$ cat src/hdl/bfks_pkg.sv
// shared types, constants and helpers of the bounded fifo with key search
`default_nettype none

package bfks_pkg;

    localparam int DEPTH    = 8;
    localparam int ADDR_W   = $clog2(DEPTH);
    localparam int CNT_W    = $clog2(DEPTH + 1);
    localparam int OP_W     = 2;
    localparam int CODE_W   = 32;
    localparam int TAG_W    = 64;
    localparam int STATUS_W = 2;
    localparam int POS_W    = 4;
    localparam int CAP_W    = 4;
    localparam int CMDQ_DEPTH = 2;
    localparam int CMDQ_AW    = $clog2(CMDQ_DEPTH);

    localparam logic [CAP_W-1:0] CAP_RESET = CAP_W'(5);

    typedef enum logic [OP_W-1:0] {
        OP_ENQ    = 2'd0,
        OP_DEQ    = 2'd1,
        OP_SEARCH = 2'd2,
        OP_LIST   = 2'd3
    } t_op;

    typedef enum logic [STATUS_W-1:0] {
        ST_OK        = 2'd0,
        ST_FULL      = 2'd1,
        ST_EMPTY     = 2'd2,
        ST_NOT_FOUND = 2'd3
    } t_status;

    typedef struct packed {
        t_op                      op;
        logic                     walk;
        logic signed [CODE_W-1:0] code;
        logic [TAG_W-1:0]         tag;
    } t_cmd;

    typedef struct packed {
        t_status                  status;
        logic [POS_W-1:0]         position;
        logic signed [CODE_W-1:0] entry_code;
        logic [TAG_W-1:0]         entry_tag;
        logic                     last;
    } t_result;

    typedef struct packed {
        logic full;
        logic empty;
    } t_q_st;

    // slot index of head plus offset, modulo the store depth
    function automatic logic [ADDR_W-1:0] wrap_add(input logic [ADDR_W-1:0] head,
                                                   input logic [CNT_W-1:0] off);
        logic [CNT_W:0] s;
        s = (CNT_W+1)'(head) + (CNT_W+1)'(off);
        if (s >= (CNT_W+1)'(DEPTH)) begin
            s = s - (CNT_W+1)'(DEPTH);
        end
        return ADDR_W'(s);
    endfunction

    // capacity register clamped to the store depth
    function automatic logic [CNT_W-1:0] cap_of(input logic [CAP_W-1:0] limit);
        logic [CNT_W-1:0] c;
        if (int'(limit) > DEPTH) begin
            c = CNT_W'(DEPTH);
        end else begin
            c = CNT_W'(limit);
        end
        return c;
    endfunction

endpackage

`default_nettype wire

$ cat src/hdl/bfks_item_if.sv
// input word channel: operation, code and name tag
`default_nettype none

interface bfks_item_if;
    logic                                valid;
    logic                                ready;
    logic [bfks_pkg::OP_W-1:0]           op;
    logic signed [bfks_pkg::CODE_W-1:0]  code;
    logic [bfks_pkg::TAG_W-1:0]          name_tag;

    modport source (output valid, op, code, name_tag, input ready);
    modport sink   (input valid, op, code, name_tag, output ready);
endinterface

`default_nettype wire

$ cat src/hdl/bfks_result_if.sv
// result word channel
`default_nettype none

interface bfks_result_if;
    logic                                valid;
    logic                                ready;
    logic [bfks_pkg::STATUS_W-1:0]       status;
    logic [bfks_pkg::POS_W-1:0]          position;
    logic signed [bfks_pkg::CODE_W-1:0]  entry_code;
    logic [bfks_pkg::TAG_W-1:0]          entry_tag;
    logic                                last;

    modport source (output valid, status, position, entry_code, entry_tag, last,
                    input ready);
    modport sink   (input valid, status, position, entry_code, entry_tag, last,
                    output ready);
endinterface

`default_nettype wire

$ cat src/hdl/bfks_cfg_if.sv
// capacity register write channel
`default_nettype none

interface bfks_cfg_if;
    logic                          valid;
    logic                          ready;
    logic [bfks_pkg::CAP_W-1:0]    capacity_limit;

    modport source (output valid, capacity_limit, input ready);
    modport sink   (input valid, capacity_limit, output ready);
endinterface

`default_nettype wire

$ cat src/hdl/bfks_front.sv
// front stage: accepts input words and decodes them into commands
`default_nettype none

module bfks_front (
    input  logic                i_clk,
    input  logic                i_rst_n,
    bfks_item_if.sink           i_item,
    input  bfks_pkg::t_q_st     i_q_st,
    output logic                o_push,
    output bfks_pkg::t_cmd      o_cmd
);

    logic             r_valid;
    bfks_pkg::t_cmd   r_cmd;
    bfks_pkg::t_cmd   n_cmd;
    logic             load;

    assign o_push       = r_valid && !i_q_st.full;
    assign i_item.ready = !r_valid || !i_q_st.full;
    assign load         = i_item.valid && i_item.ready;
    assign o_cmd        = r_cmd;

    always_comb begin
        n_cmd.op   = bfks_pkg::t_op'(i_item.op);
        n_cmd.walk = (n_cmd.op == bfks_pkg::OP_SEARCH) || (n_cmd.op == bfks_pkg::OP_LIST);
        n_cmd.code = i_item.code;
        n_cmd.tag  = i_item.name_tag;
    end

    always_ff @(posedge i_clk) begin
        if (!i_rst_n) begin
            r_valid <= 1'b0;
        end else if (i_item.ready) begin
            r_valid <= i_item.valid;
        end
    end

    always_ff @(posedge i_clk) begin
        if (load) begin
            r_cmd <= n_cmd;
        end
    end

endmodule

`default_nettype wire

$ cat src/hdl/bfks_cmd_q.sv
// short command queue between the front and back stages
`default_nettype none

module bfks_cmd_q (
    input  logic                i_clk,
    input  logic                i_rst_n,
    input  logic                i_push,
    input  bfks_pkg::t_cmd      i_cmd,
    input  logic                i_pop,
    output bfks_pkg::t_cmd      o_cmd,
    output bfks_pkg::t_q_st     o_st
);

    localparam int FILL_W = $clog2(bfks_pkg::CMDQ_DEPTH + 1);

    bfks_pkg::t_cmd                   r_slot [bfks_pkg::CMDQ_DEPTH];
    logic [bfks_pkg::CMDQ_AW-1:0]     r_wr_ptr;
    logic [bfks_pkg::CMDQ_AW-1:0]     r_rd_ptr;
    logic [FILL_W-1:0]                r_fill;
    logic                             do_push;
    logic                             do_pop;

    assign o_st.full  = (r_fill == FILL_W'(bfks_pkg::CMDQ_DEPTH));
    assign o_st.empty = (r_fill == '0);
    assign do_push    = i_push && !o_st.full;
    assign do_pop     = i_pop && !o_st.empty;
    assign o_cmd      = r_slot[r_rd_ptr];

    always_ff @(posedge i_clk) begin
        if (!i_rst_n) begin
            r_wr_ptr <= '0;
            r_rd_ptr <= '0;
            r_fill   <= '0;
        end else begin
            if (do_push) begin
                r_wr_ptr <= (int'(r_wr_ptr) == bfks_pkg::CMDQ_DEPTH - 1) ? '0
                                                                         : r_wr_ptr + 1'b1;
            end
            if (do_pop) begin
                r_rd_ptr <= (int'(r_rd_ptr) == bfks_pkg::CMDQ_DEPTH - 1) ? '0
                                                                         : r_rd_ptr + 1'b1;
            end
            if (do_push && !do_pop) begin
                r_fill <= r_fill + 1'b1;
            end else if (do_pop && !do_push) begin
                r_fill <= r_fill - 1'b1;
            end
        end
    end

    always_ff @(posedge i_clk) begin
        if (do_push) begin
            r_slot[r_wr_ptr] <= i_cmd;
        end
    end

endmodule

`default_nettype wire

$ cat src/hdl/bfks_back.sv
// back stage: entry store, command sequencer and result register
`default_nettype none

module bfks_back (
    input  logic                i_clk,
    input  logic                i_rst_n,
    input  bfks_pkg::t_cmd      i_cmd,
    input  bfks_pkg::t_q_st     i_q_st,
    output logic                o_pop,
    bfks_cfg_if.sink            i_cfg,
    bfks_result_if.source       o_result
);

    localparam int AW = bfks_pkg::ADDR_W;
    localparam int CW = bfks_pkg::CNT_W;

    typedef enum logic [3:0] {
        S_IDLE = 4'b0001,
        S_RD   = 4'b0010,
        S_CHK  = 4'b0100,
        S_FIN  = 4'b1000
    } t_state;

    logic signed [bfks_pkg::CODE_W-1:0] mem_code [bfks_pkg::DEPTH];
    logic [bfks_pkg::TAG_W-1:0]         mem_tag  [bfks_pkg::DEPTH];

    t_state                             r_state, n_state;
    bfks_pkg::t_cmd                     r_cmd, n_cmd;
    logic [CW-1:0]                      r_idx, n_idx;
    logic [AW-1:0]                      r_head, n_head;
    logic [CW-1:0]                      r_count, n_count;
    logic [bfks_pkg::CAP_W-1:0]         r_cap;
    logic [CW-1:0]                      r_found, n_found;
    logic signed [bfks_pkg::CODE_W-1:0] r_fcode, n_fcode;
    logic [bfks_pkg::TAG_W-1:0]         r_ftag, n_ftag;
    logic signed [bfks_pkg::CODE_W-1:0] r_rd_code;
    logic [bfks_pkg::TAG_W-1:0]         r_rd_tag;
    logic                               r_out_valid;
    bfks_pkg::t_result                  r_out;

    bfks_pkg::t_result                  res;
    logic                               load_out;
    logic                               out_free;
    logic                               wr_en;
    logic                               rd_en;
    logic [AW-1:0]                      wr_addr;
    logic [AW-1:0]                      rd_addr;
    logic [CW-1:0]                      cap;
    logic [CW-1:0]                      idx_nx;
    logic                               last_idx;

    assign out_free = !r_out_valid || o_result.ready;
    assign cap      = bfks_pkg::cap_of(r_cap);
    assign idx_nx   = r_idx + CW'(1);
    assign last_idx = (idx_nx == r_count);
    assign wr_addr  = bfks_pkg::wrap_add(r_head, r_count);
    assign rd_addr  = bfks_pkg::wrap_add(r_head, r_idx);
    assign i_cfg.ready = 1'b1;

    always_comb begin
        n_state  = r_state;
        n_cmd    = r_cmd;
        n_idx    = r_idx;
        n_head   = r_head;
        n_count  = r_count;
        n_found  = r_found;
        n_fcode  = r_fcode;
        n_ftag   = r_ftag;
        o_pop    = 1'b0;
        wr_en    = 1'b0;
        rd_en    = 1'b0;
        load_out = 1'b0;
        res      = '0;
        res.status = bfks_pkg::ST_OK;
        case (r_state)
            S_IDLE: begin
                if (!i_q_st.empty && out_free) begin
                    o_pop   = 1'b1;
                    n_cmd   = i_cmd;
                    n_idx   = '0;
                    n_found = '0;
                    if (i_cmd.op == bfks_pkg::OP_ENQ) begin
                        load_out = 1'b1;
                        res.last = 1'b1;
                        if (r_count >= cap) begin
                            res.status = bfks_pkg::ST_FULL;
                        end else begin
                            wr_en   = 1'b1;
                            n_count = r_count + CW'(1);
                        end
                    end else if (r_count == '0) begin
                        load_out   = 1'b1;
                        res.last   = 1'b1;
                        res.status = bfks_pkg::ST_EMPTY;
                    end else begin
                        n_state = S_RD;
                    end
                end
            end
            S_RD: begin
                rd_en   = 1'b1;
                n_state = S_CHK;
            end
            S_CHK: begin
                if (r_cmd.walk) begin
                    if (r_cmd.op == bfks_pkg::OP_SEARCH) begin
                        if (r_rd_code == r_cmd.code) begin
                            n_found = idx_nx;
                            n_fcode = r_rd_code;
                            n_ftag  = r_rd_tag;
                        end
                        if (last_idx) begin
                            n_state = S_FIN;
                        end else begin
                            n_idx   = idx_nx;
                            n_state = S_RD;
                        end
                    end else if (out_free) begin
                        load_out       = 1'b1;
                        res.position   = bfks_pkg::POS_W'(idx_nx);
                        res.entry_code = r_rd_code;
                        res.entry_tag  = r_rd_tag;
                        res.last       = last_idx;
                        if (last_idx) begin
                            n_state = S_IDLE;
                        end else begin
                            n_idx   = idx_nx;
                            n_state = S_RD;
                        end
                    end
                end else if (out_free) begin
                    load_out       = 1'b1;
                    res.entry_code = r_rd_code;
                    res.entry_tag  = r_rd_tag;
                    res.last       = 1'b1;
                    n_head         = bfks_pkg::wrap_add(r_head, CW'(1));
                    n_count        = r_count - CW'(1);
                    n_state        = S_IDLE;
                end
            end
            S_FIN: begin
                if (out_free) begin
                    load_out = 1'b1;
                    res.last = 1'b1;
                    if (r_found == '0) begin
                        res.status = bfks_pkg::ST_NOT_FOUND;
                    end else begin
                        res.position   = bfks_pkg::POS_W'(r_found);
                        res.entry_code = r_fcode;
                        res.entry_tag  = r_ftag;
                    end
                    n_state = S_IDLE;
                end
            end
            default: begin
                n_state = S_IDLE;
            end
        endcase
    end

    always_ff @(posedge i_clk) begin
        if (!i_rst_n) begin
            r_state     <= S_IDLE;
            r_head      <= '0;
            r_count     <= '0;
            r_cap       <= bfks_pkg::CAP_RESET;
            r_out_valid <= 1'b0;
        end else begin
            r_state <= n_state;
            r_head  <= n_head;
            r_count <= n_count;
            if (i_cfg.valid) begin
                r_cap <= i_cfg.capacity_limit;
            end
            if (load_out) begin
                r_out_valid <= 1'b1;
            end else if (o_result.ready) begin
                r_out_valid <= 1'b0;
            end
        end
    end

    always_ff @(posedge i_clk) begin
        r_cmd   <= n_cmd;
        r_idx   <= n_idx;
        r_found <= n_found;
        r_fcode <= n_fcode;
        r_ftag  <= n_ftag;
        if (load_out) begin
            r_out <= res;
        end
    end

    // entry store
    always_ff @(posedge i_clk) begin
        if (wr_en) begin
            mem_code[wr_addr] <= i_cmd.code;
            mem_tag[wr_addr]  <= i_cmd.tag;
        end
        if (rd_en) begin
            r_rd_code <= mem_code[rd_addr];
            r_rd_tag  <= mem_tag[rd_addr];
        end
    end

    assign o_result.valid      = r_out_valid;
    assign o_result.status     = r_out.status;
    assign o_result.position   = r_out.position;
    assign o_result.entry_code = r_out.entry_code;
    assign o_result.entry_tag  = r_out.entry_tag;
    assign o_result.last       = r_out.last;

endmodule

`default_nettype wire

$ cat src/hdl/bounded_fifo_with_key_search.sv
// top level of the bounded fifo with key search
//
// i_item carries one command word: op (enqueue, dequeue, search, list), code
// and name_tag. o_result returns result words: status, position, entry_code,
// entry_tag and last, which marks the final word of a command. enqueue,
// dequeue and search give one word, list gives one per held entry (one
// empty word when nothing is held). i_cfg writes the capacity limit,
// clamped to the store depth; it is always ready. the user is to write it
// only while idle; the block itself does not enforce this. commands pass a
// register stage and a two-word queue into the sequencer, so a new command
// is taken while an earlier one is still being worked. the sequencer reads
// the store one entry at a time through its single registered read port:
// search reads every held entry before its one word, and list gives a word
// per entry as it is read. reset empties the queue, clears head and count
// and sets the capacity to 5. a stalled result waits in the output
// register; the sequencer stops, the command queue fills and i_item.ready
// drops only once it is full.
`default_nettype none

module bounded_fifo_with_key_search (
    input  logic            i_clk,
    input  logic            i_rst_n,
    bfks_item_if.sink       i_item,
    bfks_cfg_if.sink        i_cfg,
    bfks_result_if.source   o_result
);

    bfks_pkg::t_cmd   front_cmd;
    bfks_pkg::t_cmd   q_cmd;
    bfks_pkg::t_q_st  q_st;
    logic             push;
    logic             pop;

    bfks_front u_front (
        .i_clk   (i_clk),
        .i_rst_n (i_rst_n),
        .i_item  (i_item),
        .i_q_st  (q_st),
        .o_push  (push),
        .o_cmd   (front_cmd)
    );

    bfks_cmd_q u_cmd_q (
        .i_clk   (i_clk),
        .i_rst_n (i_rst_n),
        .i_push  (push),
        .i_cmd   (front_cmd),
        .i_pop   (pop),
        .o_cmd   (q_cmd),
        .o_st    (q_st)
    );

    bfks_back u_back (
        .i_clk    (i_clk),
        .i_rst_n  (i_rst_n),
        .i_cmd    (q_cmd),
        .i_q_st   (q_st),
        .o_pop    (pop),
        .i_cfg    (i_cfg),
        .o_result (o_result)
    );

endmodule

`default_nettype wire

$ cat src/flat_wrapper.sv
// flat-port wrapper written by rule: the top's interface ports become plain ports
module bounded_fifo_with_key_search_flat 
  (i_clk, i_rst_n, i_item_valid, i_item_op, i_item_code, i_item_name_tag, i_item_ready, i_cfg_valid, i_cfg_capacity_limit, i_cfg_ready, o_result_valid, o_result_status, o_result_position, o_result_entry_code, o_result_entry_tag, o_result_last, o_result_ready);
  bfks_item_if i_item_i ();
  bfks_cfg_if i_cfg_i ();
  bfks_result_if o_result_i ();
  input  logic i_clk;
  input  logic i_rst_n;
  input wire logic [$bits(i_item_i.valid)-1:0] i_item_valid;
  input wire logic [$bits(i_item_i.op)-1:0] i_item_op;
  input wire logic [$bits(i_item_i.code)-1:0] i_item_code;
  input wire logic [$bits(i_item_i.name_tag)-1:0] i_item_name_tag;
  output wire logic [$bits(i_item_i.ready)-1:0] i_item_ready;
  input wire logic [$bits(i_cfg_i.valid)-1:0] i_cfg_valid;
  input wire logic [$bits(i_cfg_i.capacity_limit)-1:0] i_cfg_capacity_limit;
  output wire logic [$bits(i_cfg_i.ready)-1:0] i_cfg_ready;
  output wire logic [$bits(o_result_i.valid)-1:0] o_result_valid;
  output wire logic [$bits(o_result_i.status)-1:0] o_result_status;
  output wire logic [$bits(o_result_i.position)-1:0] o_result_position;
  output wire logic [$bits(o_result_i.entry_code)-1:0] o_result_entry_code;
  output wire logic [$bits(o_result_i.entry_tag)-1:0] o_result_entry_tag;
  output wire logic [$bits(o_result_i.last)-1:0] o_result_last;
  input wire logic [$bits(o_result_i.ready)-1:0] o_result_ready;
  assign i_item_i.valid = i_item_valid;
  assign i_item_i.op = i_item_op;
  assign i_item_i.code = i_item_code;
  assign i_item_i.name_tag = i_item_name_tag;
  assign i_item_ready = i_item_i.ready;
  assign i_cfg_i.valid = i_cfg_valid;
  assign i_cfg_i.capacity_limit = i_cfg_capacity_limit;
  assign i_cfg_ready = i_cfg_i.ready;
  assign o_result_valid = o_result_i.valid;
  assign o_result_status = o_result_i.status;
  assign o_result_position = o_result_i.position;
  assign o_result_entry_code = o_result_i.entry_code;
  assign o_result_entry_tag = o_result_i.entry_tag;
  assign o_result_last = o_result_i.last;
  assign o_result_i.ready = o_result_ready;
  bounded_fifo_with_key_search u_core (.i_clk(i_clk), .i_rst_n(i_rst_n), .i_item(i_item_i), .i_cfg(i_cfg_i), .o_result(o_result_i));
endmodule
$ cat config.mk
export PLATFORM = sky130hd
export DESIGN_NAME = bounded_fifo_with_key_search_flat
export DESIGN_NICKNAME = d
export VERILOG_FILES = /design/src/hdl/bfks_pkg.sv /design/src/hdl/bfks_item_if.sv /design/src/hdl/bfks_result_if.sv /design/src/hdl/bfks_cfg_if.sv /design/src/hdl/bfks_front.sv /design/src/hdl/bfks_cmd_q.sv /design/src/hdl/bfks_back.sv /design/src/hdl/bounded_fifo_with_key_search.sv /design/src/flat_wrapper.sv
export SDC_FILE = /design/constraint.sdc
export NUM_CORES = 2
export LEC_CHECK = 0
export ABC_CLOCK_PERIOD_IN_PS = 14580
export BUFFER_PORTS_ARGS = -buffer_cell sky130_fd_sc_hd__buf_2
export CAP_MARGIN = 20
export CORE_MARGIN = 5
export CORE_UTILIZATION = 61
export CTS_CLUSTER_DIAMETER = 50
export DETAILED_ROUTE_END_ITERATION = 10
export PLACE_DENSITY = 0.79
export SLEW_MARGIN = 20
export SYNTH_ARGS = -nofsm -noshare
export SYNTH_HDL_FRONTEND = slang
export SYNTH_HIERARCHICAL = 1
export SYNTH_SLANG_ARGS = --single-unit
export TNS_END_PERCENT = 10
$ cat constraint.sdc
create_clock -name i_clk -period 14.58 [get_ports i_clk]
set_input_delay 2.916 -clock i_clk [delete_from_list [all_inputs] [get_ports i_clk]]
set_output_delay 2.916 -clock i_clk [all_outputs]
set_load 0.005 [all_outputs]
# Yosys cells after proc, flatten, opt, wreduce, memory -nomap -nowiden
# Memories as Yosys holds them, arrays and structs flattened. A register that Yosys moved wholly into a read port is not among the register bits.
# Index checks and enable logic that the tools add are counted.
[word_totals] ram_bits=966 output_inout_bits=106 latchBits=0 in_bits=107 wordCells=170 rom_bits=0 regBits=362 memories=3
[op_classes] bitwise_logic=1 n_addsub=13 n_reduce_logical=30 magnitude_cmp=5 n_div=0 muxes=71 n_eq_ne=22 multipliers=0 n_shift=0
[memory_table] name="u_core.u_back.mem_tag" depth=8 word_bits=64 read_ports=1 rd_clocked_by_memory_dff=1 write_ports=1 line="bfks_back.sv:25" rtl="logic [bfks_pkg::TAG_W-1:0] mem_tag [bfks_pkg::DEPTH];"
[memory_table] name="u_core.u_back.mem_code" depth=8 word_bits=32 read_ports=1 rd_clocked_by_memory_dff=1 write_ports=1 line="bfks_back.sv:24" rtl="logic signed [bfks_pkg::CODE_W-1:0] mem_code [bfks_pkg::DEPTH];"
[memory_table] name="u_core.u_cmd_q.r_slot" depth=2 word_bits=99 read_ports=1 rd_clocked_by_memory_dff=1 write_ports=1 line="bfks_cmd_q.sv:16" rtl="bfks_pkg::t_cmd r_slot [bfks_pkg::CMDQ_DEPTH];"
[op_table] cell="$mux W101" n=2
[op_table] cell="$pmux W100 S2" n=1
[op_table] cell="$mux W97" n=2
[op_table] cell="$mux W103" n=1
[op_table] cell="$mux W100" n=1
[op_table] cell="$mux W4" n=23
[op_table] cell="$eq A32 B32 Y1" n=1
[op_table] cell="$mux W1" n=24
[op_table] cell="$pmux W4 S2" n=3
[op_table] cell="$ne A2 B2 Y1 const B" n=10
[op_table] cell="$pmux W4 S4" n=1
[op_table] cell="$mux W2" n=7
[op_table] cell="$reduce_and A4 Y1" n=3
[op_table] cell="$add A3 B4 Y5" n=2
[op_table] cell="$ge A5 B4 Y1 const B" n=2
[op_table] cell="$mux W3" n=3
[op_table] cell="$sub A3 B1 Y3 const B" n=3
[op_table] cell="$add A4 B1 Y4 const B" n=2
[op_table] cell="$eq A2 B2 Y1 const B" n=4
[op_table] cell="$logic_not A4 Y1" n=2
[op_table] cell="$logic_and A1 B1 Y1" n=7
[op_table] cell="$logic_not A1 Y1" n=6
[op_table] cell="$pmux W1 S3" n=2
[op_table] cell="$reduce_and A6 Y1" n=1
[op_table] cell="other kinds (23)" n=29

# Longest topological paths before layout
[depth] depth_word=9 depth_mapped=10 ltp_nobuf=9

# By module
# The synthesis kept the hierarchy.
[modules_own_cells] module="bfks_back" seq_area_each_um2=33532.2 cells_per_inst=1795 n_inst=1 area_per_inst_um2=41676.2
[modules_own_cells] module="bfks_cmd_q" seq_area_each_um2=6045.8 cells_per_inst=333 n_inst=1 area_per_inst_um2=7405.9
[modules_own_cells] module="bfks_front" seq_area_each_um2=2992.9 cells_per_inst=106 n_inst=1 area_per_inst_um2=3026.7

# Least setup slack after synthesis
# No wires, ideal clock.
[synth_path] kind="input-to-reg" from="in o_result_ready" to="mem u_core/u_back/mem_code[0][0] in the netlist's numbering, enable pin" path_buffers=1 cell_stages=7 t_required_ps=13912 arrival_ps=11085 path_slack_ps=2827 setup_ps=668 path_cell_list="nor2b_1 > clkbuf_1 > nor2_1 > nand2_1 > inv_1 > nand4b_1 > nor3_1"
[synth_between] elab_chain_cells=6
[synth_rtl] element="start, declared" line="flat_wrapper.sv:23" rtl="input wire logic [$bits(o_result_i.ready)-1:0] o_result_ready;"
[synth_rtl] element="$logic_or A1 B1 Y1" line="bfks_back.sv:52" rtl="assign out_free = !r_out_valid || o_result.ready;"
[synth_rtl] element="$logic_and A1 B1 Y1" line="bfks_back.sv:77" rtl="if (!i_q_st.empty && out_free) begin"
[synth_rtl] element="$mux W1" line="bfks_back.sv:77"
[synth_rtl] element="$mux W1" line="bfks_back.sv:75" rtl="case (r_state)"
[synth_rtl] element="$mux W1" line="bfks_back.sv:196" rtl="if (wr_en) begin"
[synth_rtl] element="$mux W1 (implied by the code)" line="bfks_back.sv:197" rtl="mem_code[wr_addr] <= i_cmd.code;"
[synth_rtl] element="end, declared" line="bfks_back.sv:24"
# No other way between the ends.

# Worst setup path after layout
[layout_path] from="in o_result_ready" to="mem u_core/u_back/mem_tag[0][29] in the netlist's numbering, enable pin"
[layout_between] elab_chain_cells=6
[layout_rtl] element="$logic_or A1 B1 Y1" line="bfks_back.sv:52"
[layout_rtl] element="$logic_and A1 B1 Y1" line="bfks_back.sv:77"
[layout_rtl] element="$mux W1" line="bfks_back.sv:77"
[layout_rtl] element="$mux W1" line="bfks_back.sv:75"
[layout_rtl] element="$mux W1" line="bfks_back.sv:196"
[layout_rtl] element="$mux W1 (implied by the code)" line="bfks_back.sv:198" rtl="mem_tag[wr_addr] <= i_cmd.tag;"
[layout_rtl] element="end, declared" line="bfks_back.sv:25"
# No other way between the ends.

==> flow_summary.toml <==
[clock_tree]
cts_resized = 0
numClockSinks = 1425
clk_latency_ns = 0.75
htreeDepth = 4
cts_buffer_depth = 3
hold_buffers = 0
clk_pin_slew_worst_paths_ns = 0.05
root_buffer = "clkbuf_16"
numCtsBuffers = 140
cts_tree = "done"
cts_setup_buffers = 0

[final_layout]
areaGrowthSynthToFinish_pct = 13.1
fin_area_um2 = 59000
drive_above_1_share_pct = 32.1
fillers = 4752
post-route-util_pct = 69.4
nNetsFinal = 2651

[power_and_ir_drop]
p_leak_nw = 19.2
netSwitchingFraction_pct = 24.6
seqPwrFrac_pct = 51.3
p_comb_share_pct = 14.4
ir_drop_mv = 0.126
power_mw = 10.1
p_sw_mw = 2.48
p_per_area_nw_per_um2 = 171
intPower_mw = 7.58
clkPwrFrac_pct = 34.3

[critical_path]
cp_slowest_stage_delay_ns = 0.81
rr_worst_depth = 7
r2r_end = "u_core/u_back/mem_tag[0][29]"
critPathKind = "input pin to flip-flop"
cp_data_required_time_ns = 14.92
critPathSlowestCell = "inv_2"
cp_data_arrival_time_ns = 6.65
regToRegSetupSlack_ns = 9.41
path_cells = "buf_2 -> nor2b_1 -> buf_4 -> nor2_1 -> nand2_1 -> inv_2 -> nand4b_1 -> nor3_2 -> buf_4 -> buf_4"
cp_common_cell = "buf_4"
endpoint_kind = "flip-flop"
reg2reg_from = "u_core/u_back/r_state[0]"
cp_max_fo = 52
critPathLaunchType = "input pin"

[placed_design]
port_buffers = 211
dp_hpwl_um = 57100
place_area_um2 = 54500
place_congestion = 0.807

[sta]
slew_violations = 0
hold_ws_ns = 0.437
fin_worst_skew_ns = 0.0373
worstMarginPinSlew_ns = 1.15
max-slew-margin-rel_pct = 23.4
max_freq_mhz = 158
finalHoldViolations = 0
fin_crit_sh_pct = 43.3
tns_ns = 0
setup_viol = 0
period_needed_ns = 6.31
rsz0062_at_grt = "no"

[worst_hold_path]
hold_start = "u_core/u_front/o_cmd[30]"
hold-path-cell-count = 0
holdPathEnd = "u_core/u_cmd_q/r_slot[0][30]"
holdCritPathClass = "flip-flop to flip-flop"

[grt]
grt_max_degree = 120
antenna_found_initial = 3
gr-total-overflow = 0
grt_pass1_vias = 25200
grt_usage_pct = 24.5
grt_pass1_wl_um = 164000

[floorplanning]
die_x_um = 302
start_util_pct = 61.3
coreArea_um2 = 85000
num_rows = 107
die_y_um = 302
dieArea_um2 = 91400
io_pins = 213

[synth]
synth_area_leaders = "edfxtp_1, mux4_2, mux2_2, a22o_1, dfxtp_1"
synth-edff-count = 1403
synthCells = 2234
syn_area_um2 = 52100
async_flop_share_pct = 0
ys_seq_area_share_pct = 81.7
ys_ff_latch = 1425
ys_top_cells_by_count = "edfxtp_1, mux4_2, mux2_2, a22o_1, buf_2"
netlist-cell-type-count = 63
synth_nets = 2355
avgSynthCellArea_um2 = 23.3
synth_warnings = 6
yosysTopAreaCell = "edfxtp_1"
synth-main-ff-cell = "edfxtp_1"
synth_top_cell_area_share_pct = 80.9
yosysMostFrequentCell = "edfxtp_1"

[routing]
wire_per_inst_um = 28.9
drt_iter0_markers = 2927
first_pass_iters = 8
dr_total_vias = 23900
via_per_inst = 6.31
wirelength_um = 110000
ant_nets = 0
drc = 0

[run]
max_cap_violations = 0

[outcome]
status = "finished clean"
==> worst max-delay path by stage <==
stage                   startpoint                      endpoint  slack (ns)  cells past startpoint
floorplan           o_result_ready  u_core/u_back/mem_code[0][0]        2.83                      7
global placement    o_result_ready  u_core/u_back/mem_tag[0][28]        7.58                     10
detailed placement  o_result_ready  u_core/u_back/mem_tag[4][29]        7.61                     10
CTS                 o_result_ready  u_core/u_back/mem_tag[0][29]        8.34                     10
global route        o_result_ready  u_core/u_back/mem_tag[0][29]        8.10                     10
finish              o_result_ready  u_core/u_back/mem_tag[0][29]        8.27                     10
==> cell type report <==
type                       instances  area [µm²]  share of cell area, %
sequential                      1425       42600                   72.2
clock inverter                    73         658                   1.12
clock buffer                     181        3720                   6.31
tap                             1144        1430                   2.43
timing repair buffer             248        1390                   2.35
inverter                          11        46.3                 0.0785
antenna                            1        2.50                0.00424
multi-input combinational        704        9140                   15.5
==> logic make-up after synthesis <==
group	count (synthesis)	synth area share [%]
fa+ha+maj	14	0.379
buf+inv	105	0.996
simple gates	103	1.12
xor+xnor	55	0.951
flops	1425	81.7
compound gates	137	2.13
mux	394	12.7
other cells	1	0.00720
==> sequential cells by signal, indices dropped and copies added, names as in the netlist, 2 cells and up, named ones only <==
register and count:
u_core/u_front/o_cmd 99, u_core/u_back/r_cap 4, u_core/u_back/o_result.status 2, u_core/u_back/mem_tag 512
u_core/u_back/r_fcode 32, u_core/u_cmd_q/r_slot 198, u_core/u_back/r_state 4, u_core/u_cmd_q/r_fill 2
u_core/u_back/r_cmd 35, u_core/u_back/r_rd_tag 64, u_core/u_back/r_rd_code 32, u_core/u_back/r_head 3
u_core/u_back/mem_code 256, u_core/u_back/r_found 4, u_core/u_back/o_result.position 4, u_core/u_back/r_ftag 64
u_core/u_back/o_result.entry_code 32, u_core/u_back/r_idx 4, u_core/u_back/o_result.entry_tag 64, u_core/u_back/r_count 4
==> power groups by stage <==
stage          clock, mW  sequential (mW)  combinational (mW)
3_5_place_dp           0             5.24                1.42
5_1_grt             3.70             5.18                1.55
3_3_place_gp           0             5.23                1.37
6_report            3.45             5.16                1.44
2_1_floorplan          0             5.25               0.950
4_1_cts             3.50             5.16                1.46
==> cell usage in the layout, fill, tap and decap left out, types with 3 or more instances in the layout <==
master      netlist  final
a21oi_1           5      5
a22o_1           97     97
a22oi_1           3      3
and2_1           10      9
buf_2            54    211
buf_4             6     32
bufinv_16         0      7
clkbuf_1         28     38
clkbuf_16         0    143
clkinv_1          0     30
clkinv_2          0     15
clkinv_4          1      4
clkinv_8          0      4
clkinvlp_4        0      3
dfxtp_1          22     21
edfxtp_1       1403   1403
ha_1             11     10
inv_1             9      8
inv_16            0      4
inv_6             0      5
mux2_2          185    185
mux2_4           10     10
mux2i_1           7      7
mux4_2          192    192
nand2_1          21     21
nand2b_1          4      4
nand4_1           4      4
nor2_1           20     15
nor2_4            0      6
nor2b_1           9      9
nor3_2            1      4
nor4_1            8      8
o21a_1            4      4
o21ai_0          12     11
o21ai_1           3      3
xnor2_1          17     16
xor2_1           37     37
==> per-layer routing <==
| metal | track usage [%] | up-vias | part of all wire (%) |
|---|---|---|---|
| met5 | 0 | - | 0.012 |
| met4 | 6.62 | 2 | 2.2 |
| met3 | 4.95 | 186 | 9.5 |
| met2 | 40.9 | 1401 | 51 |
| met1 | 33.9 | 12400 | 37 |
| li1 | - | 9873 | - |
==> worst max-delay path: cells and delay by family <==
kind / cells / cell delay [ns]
buffers and inverters: 5 / 2.54
AND/OR/NAND/NOR: 5 / 1.09
==> stage by stage <==
step,instances,setup WS (ns)
floorplan,2234,2.83
global placement,3530,7.58
detailed placement,3530,7.61
CTS,3784,8.34
global route,3786,8.10
finish,3787,8.27
Power figures use the tool's default switching activity.
